[src/hw/rtl/sqg_pkg.sv]
`default_nettype none

package sqg_pkg;

  // Width of the consecutive pass and fail counters
  localparam int RUN_COUNT_BITS = 8;
  localparam int WIN_COUNT_BITS = 8;
  localparam int RUN_CMP_BITS =
    (RUN_COUNT_BITS > WIN_COUNT_BITS) ? RUN_COUNT_BITS : WIN_COUNT_BITS;

  // Configuration register indexes
  localparam logic [2:0] REG_MAX_CLIPPING = 3'd0;
  localparam logic [2:0] REG_MIN_SNR      = 3'd1;
  localparam logic [2:0] REG_SCORE_THR    = 3'd2;
  localparam logic [2:0] REG_MAX_SILENCE  = 3'd3;
  localparam logic [2:0] REG_OK_WINDOWS   = 3'd4;
  localparam logic [2:0] REG_BAD_WINDOWS  = 3'd5;

  // Fixed-point constants: ratios Q1.16, dB Q8.8, score kept as points * 65536
  localparam logic [16:0] FLAT_OFFSET = 17'd19661;    // 0.3
  localparam logic [16:0] FLAT_SPAN   = 17'd45875;    // 0.7
  localparam logic [16:0] LOSS_SPAN   = 17'd1280;     // 5 percent
  localparam logic [16:0] JIT_SPAN    = 17'd800;      // 50 ms
  localparam logic [16:0] FRAC_ONE    = 17'd65536;
  localparam logic [16:0] SNR_FRAC_MAX = 17'd98304;   // 1.5
  localparam logic [22:0] SCORE_FULL  = 23'd6553600;  // 100 points
  localparam logic signed [16:0] LEVEL_KNEE = -17'sd12800;  // -50 dB
  localparam logic [16:0] LEVEL_DIFF_SAT = 17'd10240;
  localparam logic [20:0] LEVEL_PEN_MAX = 21'd1310720;     // 20 points
  localparam logic [14:0] SCORE_MAX   = 15'd25600;

  // Reciprocals of the constant spans, exact below the span:
  // flatness (n * FLAT_RECIP) >> 30, loss and jitter (n * RECIP) >> 13
  localparam logic [30:0] FLAT_RECIP = 31'(((64'd1 << 46) + 64'd45874) / 64'd45875);
  localparam logic [18:0] LOSS_RECIP = 19'(((64'd1 << 21) + 64'd4) / 64'd5);
  localparam logic [19:0] JIT_RECIP  = 20'(((64'd1 << 24) + 64'd24) / 64'd25);

  typedef struct packed {
    logic [16:0] max_clipping;
    logic [14:0] min_snr;
    logic [14:0] ready_score_threshold;
    logic [16:0] max_silence;
    logic [WIN_COUNT_BITS-1:0] ok_windows_needed;
    logic [WIN_COUNT_BITS-1:0] bad_windows_needed;
  } cfg_t;

  // One classified window as it waits between front and back
  typedef struct packed {
    logic [16:0] clip_num;
    logic [16:0] snr_num;
    logic [16:0] flat_num;
    logic [14:0] loss_num;
    logic [15:0] jit_num;
    logic [20:0] level_pen;
    logic        gate_ok;
  } win_t;

endpackage

`default_nettype wire

[src/hw/rtl/sqg_div.sv]
`default_nettype none

// Restoring divider: quot = floor(num * 65536 / den), 2.0 and above reported as 2.0
module sqg_div (
  input  wire logic        clk,
  input  wire logic        rst,
  input  wire logic        start,
  input  wire logic [16:0] num,
  input  wire logic [16:0] den,
  output logic             busy,
  output logic [17:0]      quot
);

  logic [16:0] rem;
  logic [15:0] frac;
  logic        ibit;
  logic        sat;
  logic [3:0]  cnt;
  logic [17:0] rem2;
  logic [17:0] rem_sub;
  logic        step_ge;
  logic        sat_in;
  logic        ge_in;

  always_comb begin
    rem2    = {rem, 1'b0};
    step_ge = rem2 >= {1'b0, den};
    rem_sub = rem2 - {1'b0, den};
    sat_in  = {1'b0, num} >= {den, 1'b0};
    ge_in   = num >= den;
  end

  always_ff @(posedge clk) begin
    if (rst) begin
      busy <= 1'b0;
    end else if (start) begin
      busy <= !sat_in;
    end else if (busy && cnt == 4'd0) begin
      busy <= 1'b0;
    end
  end

  always_ff @(posedge clk) begin
    if (start) begin
      sat  <= sat_in;
      ibit <= ge_in;
      rem  <= ge_in ? num - den : num;
      frac <= '0;
      cnt  <= 4'd15;
    end else if (busy) begin
      rem  <= step_ge ? rem_sub[16:0] : rem2[16:0];
      frac <= {frac[14:0], step_ge};
      cnt  <= cnt - 4'd1;
    end
  end

  assign quot = sat ? 18'h20000 : {1'b0, ibit, frac};

endmodule

`default_nettype wire

[src/hw/rtl/sqg_front.sv]
`default_nettype none

// Classify incoming windows and hold them in a two-word queue
module sqg_front (
  input  wire logic                clk,
  input  wire logic                rst,
  input  wire sqg_pkg::cfg_t       cfg,
  input  wire logic                push,
  output logic                     full,
  input  wire logic [16:0]         clip_ratio,
  input  wire logic signed [15:0]  snr_db,
  input  wire logic [16:0]         flatness,
  input  wire logic [14:0]         loss_percent,
  input  wire logic [15:0]         jitter,
  input  wire logic signed [15:0]  level_dbfs,
  input  wire logic [16:0]         silence_fraction,
  input  wire logic                q_pop,
  output logic                     q_empty,
  output sqg_pkg::win_t            q_head
);

  import sqg_pkg::*;

  win_t              cls;
  win_t              slots [2];
  logic              wr_ptr;
  logic              rd_ptr;
  logic [1:0]        count;
  logic              push_ok;
  logic              pop_ok;
  logic signed [16:0] lvl_diff;
  logic signed [16:0] snr_ext;
  logic signed [16:0] min_snr_ext;

  always_comb begin
    snr_ext     = {snr_db[15], snr_db};
    min_snr_ext = {2'b00, cfg.min_snr};
    lvl_diff    = LEVEL_KNEE - {level_dbfs[15], level_dbfs};

    cls.clip_num = clip_ratio;
    cls.snr_num  = snr_db[15] ? 17'd0 : {1'b0, snr_db};
    cls.flat_num = (flatness > FLAT_OFFSET) ? flatness - FLAT_OFFSET : 17'd0;
    cls.loss_num = loss_percent;
    cls.jit_num  = jitter;
    // half a point per dB below the knee, capped
    if (lvl_diff <= 17'sd0) begin
      cls.level_pen = '0;
    end else if (lvl_diff >= $signed(LEVEL_DIFF_SAT)) begin
      cls.level_pen = LEVEL_PEN_MAX;
    end else begin
      cls.level_pen = {lvl_diff[13:0], 7'b0};
    end
    cls.gate_ok = (silence_fraction <= cfg.max_silence)
               && (clip_ratio <= cfg.max_clipping)
               && (snr_ext >= min_snr_ext);
  end

  assign full    = count == 2'd2;
  assign q_empty = count == 2'd0;
  assign push_ok = push && !full;
  assign pop_ok  = q_pop && !q_empty;
  assign q_head  = slots[rd_ptr];

  always_ff @(posedge clk) begin
    if (rst) begin
      wr_ptr <= 1'b0;
      rd_ptr <= 1'b0;
      count  <= 2'd0;
    end else begin
      if (push_ok) begin
        wr_ptr <= !wr_ptr;
      end
      if (pop_ok) begin
        rd_ptr <= !rd_ptr;
      end
      if (push_ok && !pop_ok) begin
        count <= count + 2'd1;
      end else if (pop_ok && !push_ok) begin
        count <= count - 2'd1;
      end
    end
  end

  always_ff @(posedge clk) begin
    if (push_ok) begin
      slots[wr_ptr] <= cls;
    end
  end

endmodule

`default_nettype wire

[src/hw/rtl/sqg_back.sv]
`default_nettype none

// Score one window at a time, apply hysteresis, hold the result word
module sqg_back (
  input  wire logic           clk,
  input  wire logic           rst,
  input  wire sqg_pkg::cfg_t  cfg,
  input  wire logic           q_empty,
  input  wire sqg_pkg::win_t  q_head,
  output logic                q_pop,
  output logic                empty,
  input  wire logic           pop,
  output logic [14:0]         quality_score,
  output logic                window_passes,
  output logic                ready_res
);

  import sqg_pkg::*;

  localparam logic [2:0] S_IDLE = 3'd0;
  localparam logic [2:0] S_DIV  = 3'd1;
  localparam logic [2:0] S_MUL  = 3'd2;
  localparam logic [2:0] S_SUM  = 3'd3;
  localparam logic [2:0] S_FIN  = 3'd4;

  localparam logic [RUN_COUNT_BITS-1:0] RUN_MAX = {RUN_COUNT_BITS{1'b1}};

  logic [2:0]  state;
  logic [2:0]  state_next;
  logic        start;
  logic [16:0] mc_den;
  logic [16:0] ms_den;
  logic [17:0] q_clip, q_snr, q_flat, q_loss, q_jit;
  logic        b_clip, b_snr;
  logic        all_done;
  logic [15:0] flat_lo;
  logic [10:0] loss_lo;
  logic [9:0]  jit_lo;
  logic [46:0] flat_prod;
  logic [29:0] loss_prod;
  logic [29:0] jit_prod;

  logic [20:0] level_pen;
  logic        gate_ok;
  logic [16:0] c_frac, f_frac, ff, lf, jf;
  logic [20:0] c30;
  logic [22:0] s0;
  logic [17:0] mfac;
  logic [22:0] s0_r;
  logic [17:0] mfac_r;
  logic [16:0] ff_r, lf_r, jf_r;
  logic [40:0] prod_r;
  logic [22:0] s1;
  logic [22:0] sub;
  logic signed [24:0] s2;
  logic [22:0] s_clamp;
  logic [23:0] s_round;
  logic [14:0] score;
  logic [14:0] score_r;
  logic        pass_r;

  logic                      out_valid;
  logic [RUN_COUNT_BITS-1:0] pass_run, pass_run_next;
  logic [RUN_COUNT_BITS-1:0] fail_run, fail_run_next;
  logic                      ready_flag, ready_flag_next;

  function automatic logic [16:0] clamp_one(input logic [17:0] q);
    clamp_one = (q > {1'b0, FRAC_ONE}) ? FRAC_ONE : q[16:0];
  endfunction

  assign start  = (state == S_IDLE) && !q_empty;
  assign q_pop  = start;
  assign mc_den = (cfg.max_clipping == 17'd0) ? 17'd1 : cfg.max_clipping;
  assign ms_den = (cfg.min_snr == 15'd0) ? 17'd1 : {2'b00, cfg.min_snr};

  sqg_div u_div_clip (.clk, .rst, .start, .num(q_head.clip_num), .den(mc_den),
                      .busy(b_clip), .quot(q_clip));
  sqg_div u_div_snr  (.clk, .rst, .start, .num(q_head.snr_num), .den(ms_den),
                      .busy(b_snr), .quot(q_snr));

  assign all_done = !(b_clip || b_snr);

  // constant spans: reciprocal multiply, valid only below the span
  always_comb begin
    flat_lo   = q_head.flat_num[15:0];
    loss_lo   = q_head.loss_num[10:0];
    jit_lo    = q_head.jit_num[9:0];
    flat_prod = flat_lo * FLAT_RECIP;
    loss_prod = loss_lo * LOSS_RECIP;
    jit_prod  = jit_lo * JIT_RECIP;
  end

  always_comb begin
    c_frac = clamp_one(q_clip);
    f_frac = (q_snr > {1'b0, SNR_FRAC_MAX}) ? SNR_FRAC_MAX : q_snr[16:0];
    ff     = clamp_one(q_flat);
    lf     = clamp_one(q_loss);
    jf     = clamp_one(q_jit);
    c30    = {c_frac, 4'b0} + {c_frac, 4'b0} - {3'b000, c_frac, 1'b0};
    s0     = SCORE_FULL - {2'b00, c30};
    mfac   = {1'b0, FRAC_ONE} + {1'b0, f_frac};
  end

  always_comb begin
    s1  = prod_r[39:17];
    sub = {2'b00, ff_r, 4'b0} - {6'b0, ff_r}
        + {3'b000, lf_r, 3'b0} + {5'b0, lf_r, 1'b0}
        + {3'b000, jf_r, 3'b0} + {5'b0, jf_r, 1'b0}
        + {2'b00, level_pen};
    s2  = $signed({2'b00, s1}) - $signed({2'b00, sub});
    if (s2 < 25'sd0) begin
      s_clamp = '0;
    end else if (s2 > $signed({2'b00, SCORE_FULL})) begin
      s_clamp = SCORE_FULL;
    end else begin
      s_clamp = s2[22:0];
    end
    // round to nearest Q7.8
    s_round = {1'b0, s_clamp} + 24'd128;
    score   = s_round[22:8];
  end

  always_comb begin
    if (pass_r) begin
      pass_run_next = (pass_run == RUN_MAX) ? pass_run : pass_run + 1'b1;
      fail_run_next = '0;
      ready_flag_next = ready_flag
        || (RUN_CMP_BITS'(pass_run_next) >= RUN_CMP_BITS'(cfg.ok_windows_needed));
    end else begin
      pass_run_next = '0;
      fail_run_next = (fail_run == RUN_MAX) ? fail_run : fail_run + 1'b1;
      ready_flag_next = ready_flag
        && !(RUN_CMP_BITS'(fail_run_next) >= RUN_CMP_BITS'(cfg.bad_windows_needed));
    end
  end

  always_comb begin
    state_next = state;
    case (state)
      S_IDLE: if (start) state_next = S_DIV;
      S_DIV:  if (all_done) state_next = S_MUL;
      S_MUL:  state_next = S_SUM;
      S_SUM:  state_next = S_FIN;
      S_FIN:  if (!out_valid) state_next = S_IDLE;
      default: state_next = S_IDLE;
    endcase
  end

  always_ff @(posedge clk) begin
    if (rst) begin
      state      <= S_IDLE;
      out_valid  <= 1'b0;
      pass_run   <= '0;
      fail_run   <= '0;
      ready_flag <= 1'b0;
    end else begin
      state <= state_next;
      if (state == S_FIN && !out_valid) begin
        out_valid  <= 1'b1;
        pass_run   <= pass_run_next;
        fail_run   <= fail_run_next;
        ready_flag <= ready_flag_next;
      end else if (pop && out_valid) begin
        out_valid <= 1'b0;
      end
    end
  end

  always_ff @(posedge clk) begin
    if (start) begin
      level_pen <= q_head.level_pen;
      gate_ok   <= q_head.gate_ok;
      q_flat    <= (q_head.flat_num >= FLAT_SPAN) ? {1'b0, FRAC_ONE}
                                                  : {1'b0, flat_prod[46:30]};
      q_loss    <= ({2'b00, q_head.loss_num} >= LOSS_SPAN) ? {1'b0, FRAC_ONE}
                                                           : {1'b0, loss_prod[29:13]};
      q_jit     <= ({1'b0, q_head.jit_num} >= JIT_SPAN) ? {1'b0, FRAC_ONE}
                                                        : {1'b0, jit_prod[29:13]};
    end
    if (state == S_DIV && all_done) begin
      s0_r   <= s0;
      mfac_r <= mfac;
      ff_r   <= ff;
      lf_r   <= lf;
      jf_r   <= jf;
    end
    if (state == S_MUL) begin
      prod_r <= s0_r * mfac_r;
    end
    if (state == S_SUM) begin
      score_r <= score;
      pass_r  <= gate_ok && (score >= cfg.ready_score_threshold);
    end
    if (state == S_FIN && !out_valid) begin
      quality_score <= score_r;
      window_passes <= pass_r;
      ready_res     <= ready_flag_next;
    end
  end

  assign empty = !out_valid;

  a_score_range: assert property (@(posedge clk) disable iff (rst)
    out_valid |-> quality_score <= SCORE_MAX)
    else $error("quality score above 100");

  a_runs_exclusive: assert property (@(posedge clk) disable iff (rst)
    !(pass_run != '0 && fail_run != '0))
    else $error("pass and fail runs both nonzero");

  a_fin_writes: assert property (@(posedge clk) disable iff (rst)
    (state == S_FIN && !out_valid) |=> (out_valid && state == S_IDLE))
    else $error("finished word not written");

  a_ready_rise: assert property (@(posedge clk) disable iff (rst)
    $rose(ready_flag) |-> (out_valid && window_passes && ready_res))
    else $error("ready rose without a passing word");

endmodule

`default_nettype wire

[src/hw/rtl/speech_quality_gate_hysteresis.sv]
`default_nettype none

// Channel   Handshake        Payload
// input     push / full      clip_ratio, snr_db, flatness, loss_percent, jitter,
//                            level_dbfs, silence_fraction
// result    empty / pop      quality_score, window_passes, ready_res
// config    wr_en            wr_index, wr_data
//
// A window's time from accept to result is set by the two 16-step
// dividers (clipping, SNR) that run side by side; when both quotients reach 2.0
// they finish at once. The back end scores one window at a time.
// The front end classifies on accept and queues up to two words, so input is
// taken while a result waits; a stalled result holds the back end at its end.
// rst is synchronous; it clears the queues, run counters and ready flag and
// loads the register defaults.
module speech_quality_gate_hysteresis (
  input  wire logic               clk,
  input  wire logic               rst,
  input  wire logic               push,
  output logic                    full,
  input  wire logic [16:0]        clip_ratio,
  input  wire logic signed [15:0] snr_db,
  input  wire logic [16:0]        flatness,
  input  wire logic [14:0]        loss_percent,
  input  wire logic [15:0]        jitter,
  input  wire logic signed [15:0] level_dbfs,
  input  wire logic [16:0]        silence_fraction,
  output logic                    empty,
  input  wire logic               pop,
  output logic [14:0]             quality_score,
  output logic                    window_passes,
  output logic                    ready_res,
  input  wire logic               wr_en,
  input  wire logic [2:0]         wr_index,
  input  wire logic [16:0]        wr_data
);

  import sqg_pkg::*;

  cfg_t cfg;
  logic q_pop;
  logic q_empty;
  win_t q_head;

  always_ff @(posedge clk) begin
    if (rst) begin
      cfg.max_clipping          <= 17'd655;
      cfg.min_snr               <= 15'd3840;
      cfg.ready_score_threshold <= 15'd15360;
      cfg.max_silence           <= 17'd52429;
      cfg.ok_windows_needed     <= WIN_COUNT_BITS'(3);
      cfg.bad_windows_needed    <= WIN_COUNT_BITS'(3);
    end else if (wr_en) begin
      case (wr_index)
        REG_MAX_CLIPPING: cfg.max_clipping          <= wr_data;
        REG_MIN_SNR:      cfg.min_snr               <= wr_data[14:0];
        REG_SCORE_THR:    cfg.ready_score_threshold <= wr_data[14:0];
        REG_MAX_SILENCE:  cfg.max_silence           <= wr_data;
        REG_OK_WINDOWS:   cfg.ok_windows_needed     <= wr_data[WIN_COUNT_BITS-1:0];
        REG_BAD_WINDOWS:  cfg.bad_windows_needed    <= wr_data[WIN_COUNT_BITS-1:0];
        default: ;
      endcase
    end
  end

  sqg_front u_front (
    .clk, .rst, .cfg, .push, .full,
    .clip_ratio, .snr_db, .flatness, .loss_percent, .jitter, .level_dbfs,
    .silence_fraction,
    .q_pop, .q_empty, .q_head
  );

  sqg_back u_back (
    .clk, .rst, .cfg, .q_empty, .q_head, .q_pop,
    .empty, .pop, .quality_score, .window_passes, .ready_res
  );

endmodule

`default_nettype wire

[config.mk]
export PLATFORM = sky130hd
export DESIGN_NAME = speech_quality_gate_hysteresis
export DESIGN_NICKNAME = d
export VERILOG_FILES = /design/src/hw/rtl/sqg_pkg.sv /design/src/hw/rtl/sqg_div.sv /design/src/hw/rtl/sqg_front.sv /design/src/hw/rtl/sqg_back.sv /design/src/hw/rtl/speech_quality_gate_hysteresis.sv
export SDC_FILE = /design/constraint.sdc
export NUM_CORES = 2
export LEC_CHECK = 0
export BUFFER_PORTS_ARGS = -buffer_cell sky130_fd_sc_hd__buf_4
export CAP_MARGIN = 20
export CELL_PAD_IN_SITES_DETAIL_PLACEMENT = 1
export CELL_PAD_IN_SITES_GLOBAL_PLACEMENT = 2
export CORE_MARGIN = 4
export CORE_UTILIZATION = 46
export CTS_CLUSTER_DIAMETER = 40
export DETAILED_ROUTE_END_ITERATION = 8
export PLACE_DENSITY_LB_ADDON = 0.1
export REMOVE_ABC_BUFFERS = 1
export SYNTH_ARGS = -nofsm -noshare
export SYNTH_HDL_FRONTEND = slang
export SYNTH_SLANG_ARGS = --single-unit
[constraint.sdc]
create_clock -name clk -period 14.94 [get_ports clk]
set_input_delay 0.747 -clock clk [delete_from_list [all_inputs] [get_ports clk]]
set_output_delay 0.747 -clock clk [all_outputs]
set_load 0.01 [all_outputs]
==> results.sh <==
export IMPL_end_kind="flop"
export IMPL_cpMaxStageDelayCell="fa_1"
export IMPL_die_h_um=367
export IMPL_drc=0
export IMPL_crit_required_ns=15.40
export IMPL_synth_area_leaders="fa_1 (23%), edfxtp_1 (22%), ha_1 (15%)"
export IMPL_hp_class="input port to flop"
export IMPL_die_area_um2=134000
export IMPL_core_area_um2=128000
export IMPL_ys_seq_area_frac=0.273
export IMPL_placement_rows=131
export IMPL_timing_critical_path_arrival_ns=11.80
export IMPL_yosysTopAreaCellShare=0.227
export IMPL_worstMarginPinSlew_ns=1.03
export IMPL_ys_warn_count=0
export IMPL_path_clk_slew_ns=0.06
export IMPL_crit_path_max_incr_delay_ns=0.54
export IMPL_hpwl_um=127000
export IMPL_wire_per_inst_um=20.2
export IMPL_status="finished clean"
export IMPL_timing_final_crit_period_ns=11.34
export IMPL_drive_gt1_frac=0.0778
export IMPL_fp_dieW_um=367
export IMPL_initial_core_util=0.463
export IMPL_period_share=0.759
export IMPL_cp_max_fo=12
export IMPL_grt_pass1_wl_um=255000
export IMPL_grt_usage=0.237
export IMPL_fin_skew_ns=0.0695
export IMPL_drt_iter0_markers=1824
export IMPL_synth_avg_cell_area_um2=10.0
export IMPL_antenna_found_initial=5
export IMPL_layout_commonest_cell="inv_1"
export IMPL_rr_worst_depth=46
export IMPL_slew_headroom=0.314
export IMPL_synth_seq_cells=588
export IMPL_cts_tree="built"
export IMPL_nNetsFinal=7570
export IMPL_netlist_area_um2=59200
export IMPL_clk_latency_ns=0.72
export IMPL_setup_viol=0
export IMPL_gr_total_overflow=0
export IMPL_num_fill_cells=14100
export IMPL_gp_congestion=0.877
export IMPL_htreeDepth=3
export IMPL_num_vias=41800
export IMPL_finalSetupTns_ns=0
export IMPL_rsz0062_at_grt="no"
export IMPL_ys_types=83
export IMPL_cts_max_path_buffers=3
export IMPL_ys_flop_type="edfxtp_1"
export IMPL_async_flop_share=0
export IMPL_grt_pass1_vias=46500
export IMPL_vias_per_cell=5.36
export IMPL_max_freq_ghz=0.0882
export IMPL_cap_viol_max_count=0
export IMPL_syn_to_final_growth_pct=11.0
export IMPL_maxSlewViolCount=0
export IMPL_root_buffer="clkbuf_16"
export IMPL_wirelength_um=157000
export IMPL_cp_start_kind="flop"
export IMPL_io_pins=158
export IMPL_hold_viol_final=0
export IMPL_io_buffer_count=157
export IMPL_postRouteAntennaNets=0
export IMPL_synth_edf_count=440
export IMPL_grt_max_degree=79
export IMPL_synth_top_cell_by_area="fa_1"
export IMPL_syn_instance_count=5915
export IMPL_dr_pass1_iters=5
export IMPL_cts_made_buffers=100
export IMPL_final_cell_mix="inv_1 (1064), ha_1 (706), fa_1 (670), nand2_1 (595), edfxtp_1 (440)"
export IMPL_hold_buffers=0
export IMPL_cts_sinks=588
export IMPL_whs_path_depth=1
export IMPL_post_cts_setup_buffer_count=0
export IMPL_path_class="flop to flop"
export IMPL_cts_resized_gates=0
==> cells by family (layout without fill, tap and decap cells) <==
kind of cell	after synthesis	in the layout	synth area share
and+or+nand+nor	1546	1546	0.124
adders and majority gates	1376	1376	0.376
buffers and inverters	1235	1462	0.0785
AOI/OAI and AO/OA	790	790	0.0875
DFF	588	588	0.273
xor gates and xnor gates	235	235	0.0348
muxes	145	145	0.0260
other	0	1	0
==> worst max-delay path, delay by kind of cell, from the launching register on <==
kind | cells | cell delay, ns
xor+xnor | 3 | 0.63
compound gates | 23 | 4.77
simple gates | 9 | 1.84
fa+ha+maj | 8 | 3.23
flops | 1 | 0.46
buf+inv | 3 | 0.16
==> worst paths after layout <==
| check | start | end | slack, ns |
|---|---|---|---|
| worst max-delay path | u_back.ff_r[0]$_SDFFCE_PN0P_ | u_back.pass_r$_DFFE_PP_ | 3.60 |
| worst min-delay path | jitter[15] | u_front.slots[0][37]$_DFFE_PP_ | 0.21 |
| worst max register to register | u_back.ff_r[0]$_SDFFCE_PN0P_ | u_back.pass_r$_DFFE_PP_ | 3.60 |
| worst min register to register | u_back.score_r[6]$_DFFE_PP_ | u_back.quality_score[6]$_DFFE_PP_ | 0.45 |
==> flip-flops by register name, indices dropped and copies added (netlist names), 4 cells and up, named ones only <==
signal,cells
u_back.ff_r,17
u_back.lf_r,17
u_back.quality_score,15
u_back.q_loss,17
u_back.level_pen,14
u_back.s0_r,21
u_back.prod_r,23
u_back.fail_run,8
u_back.score_r,15
u_back.pass_run,8
u_back.q_flat,17
cfg,80
u_back.jf_r,17
u_back.u_div_clip.frac,16
u_front.slots,190
u_back.u_div_snr.cnt,4
u_back.q_jit,17
u_back.u_div_snr.frac,16
u_back.u_div_clip.cnt,4
u_back.u_div_clip.rem,17
u_back.u_div_snr.rem,17
u_back.mfac_r,18
==> routing by layer <==
metal | routed length [um] | track usage
met1 | 70500 | 0.312
met2 | 78900 | 0.418
met3 | 4740 | 0.0302
met4 | 3280 | 0.0531
met5 | 18 | 0
==> cell type report <==
cell class | instances | area (um2) | area share
Sequential cell | 588 | 16200 | 0.246
Timing Repair Buffer | 206 | 1550 | 0.0235
Multi-Input combinational cell | 4092 | 38400 | 0.584
Antenna cell | 1 | 2.50 | 0.0000381
Tap cell | 1662 | 2080 | 0.0317
Clock inverter | 76 | 886 | 0.0135
Clock buffer | 113 | 2600 | 0.0396
Inverter | 1067 | 4010 | 0.0610
==> through the flow <==
| step | worst slack (ns) | hold slack, ns | instance area (um2) | utilization | instances |
|---|---|---|---|---|---|
| final | 3.60 | 0.210 | 65700 | 0.514 | 7805 |
| after global placement | 4.04 | 0.445 | 62200 | 0.487 | 7614 |
| after CTS | 3.65 | 0.131 | 65700 | 0.514 | 7803 |
| after floorplan | 5.15 | 0.400 | 58500 | - | 5747 |
| after global routing | 2.78 | 0.146 | 65700 | 0.514 | 7805 |
| after detailed placement | 3.72 | 0.449 | 62200 | 0.487 | 7614 |
==> synth_stat cells (68+ instances only) <==
cell / number
nor2b_1: 112
edfxtp_1: 440
nor2_1: 321
a21o_1: 106
nand2_1: 595
fa_1: 670
a21oi_1: 245
nand3_1: 68
ha_1: 706
clkbuf_1: 153
and2_1: 127
mux2i_1: 78
xor2_1: 75
nor3_1: 68
dfxtp_1: 148
o21ai_0: 80
xnor2_1: 160
inv_1: 1065
Power is left out: the tool's default activity adds up to more than one toggle a clock period on the data nets, which glitch-free logic cannot reach.
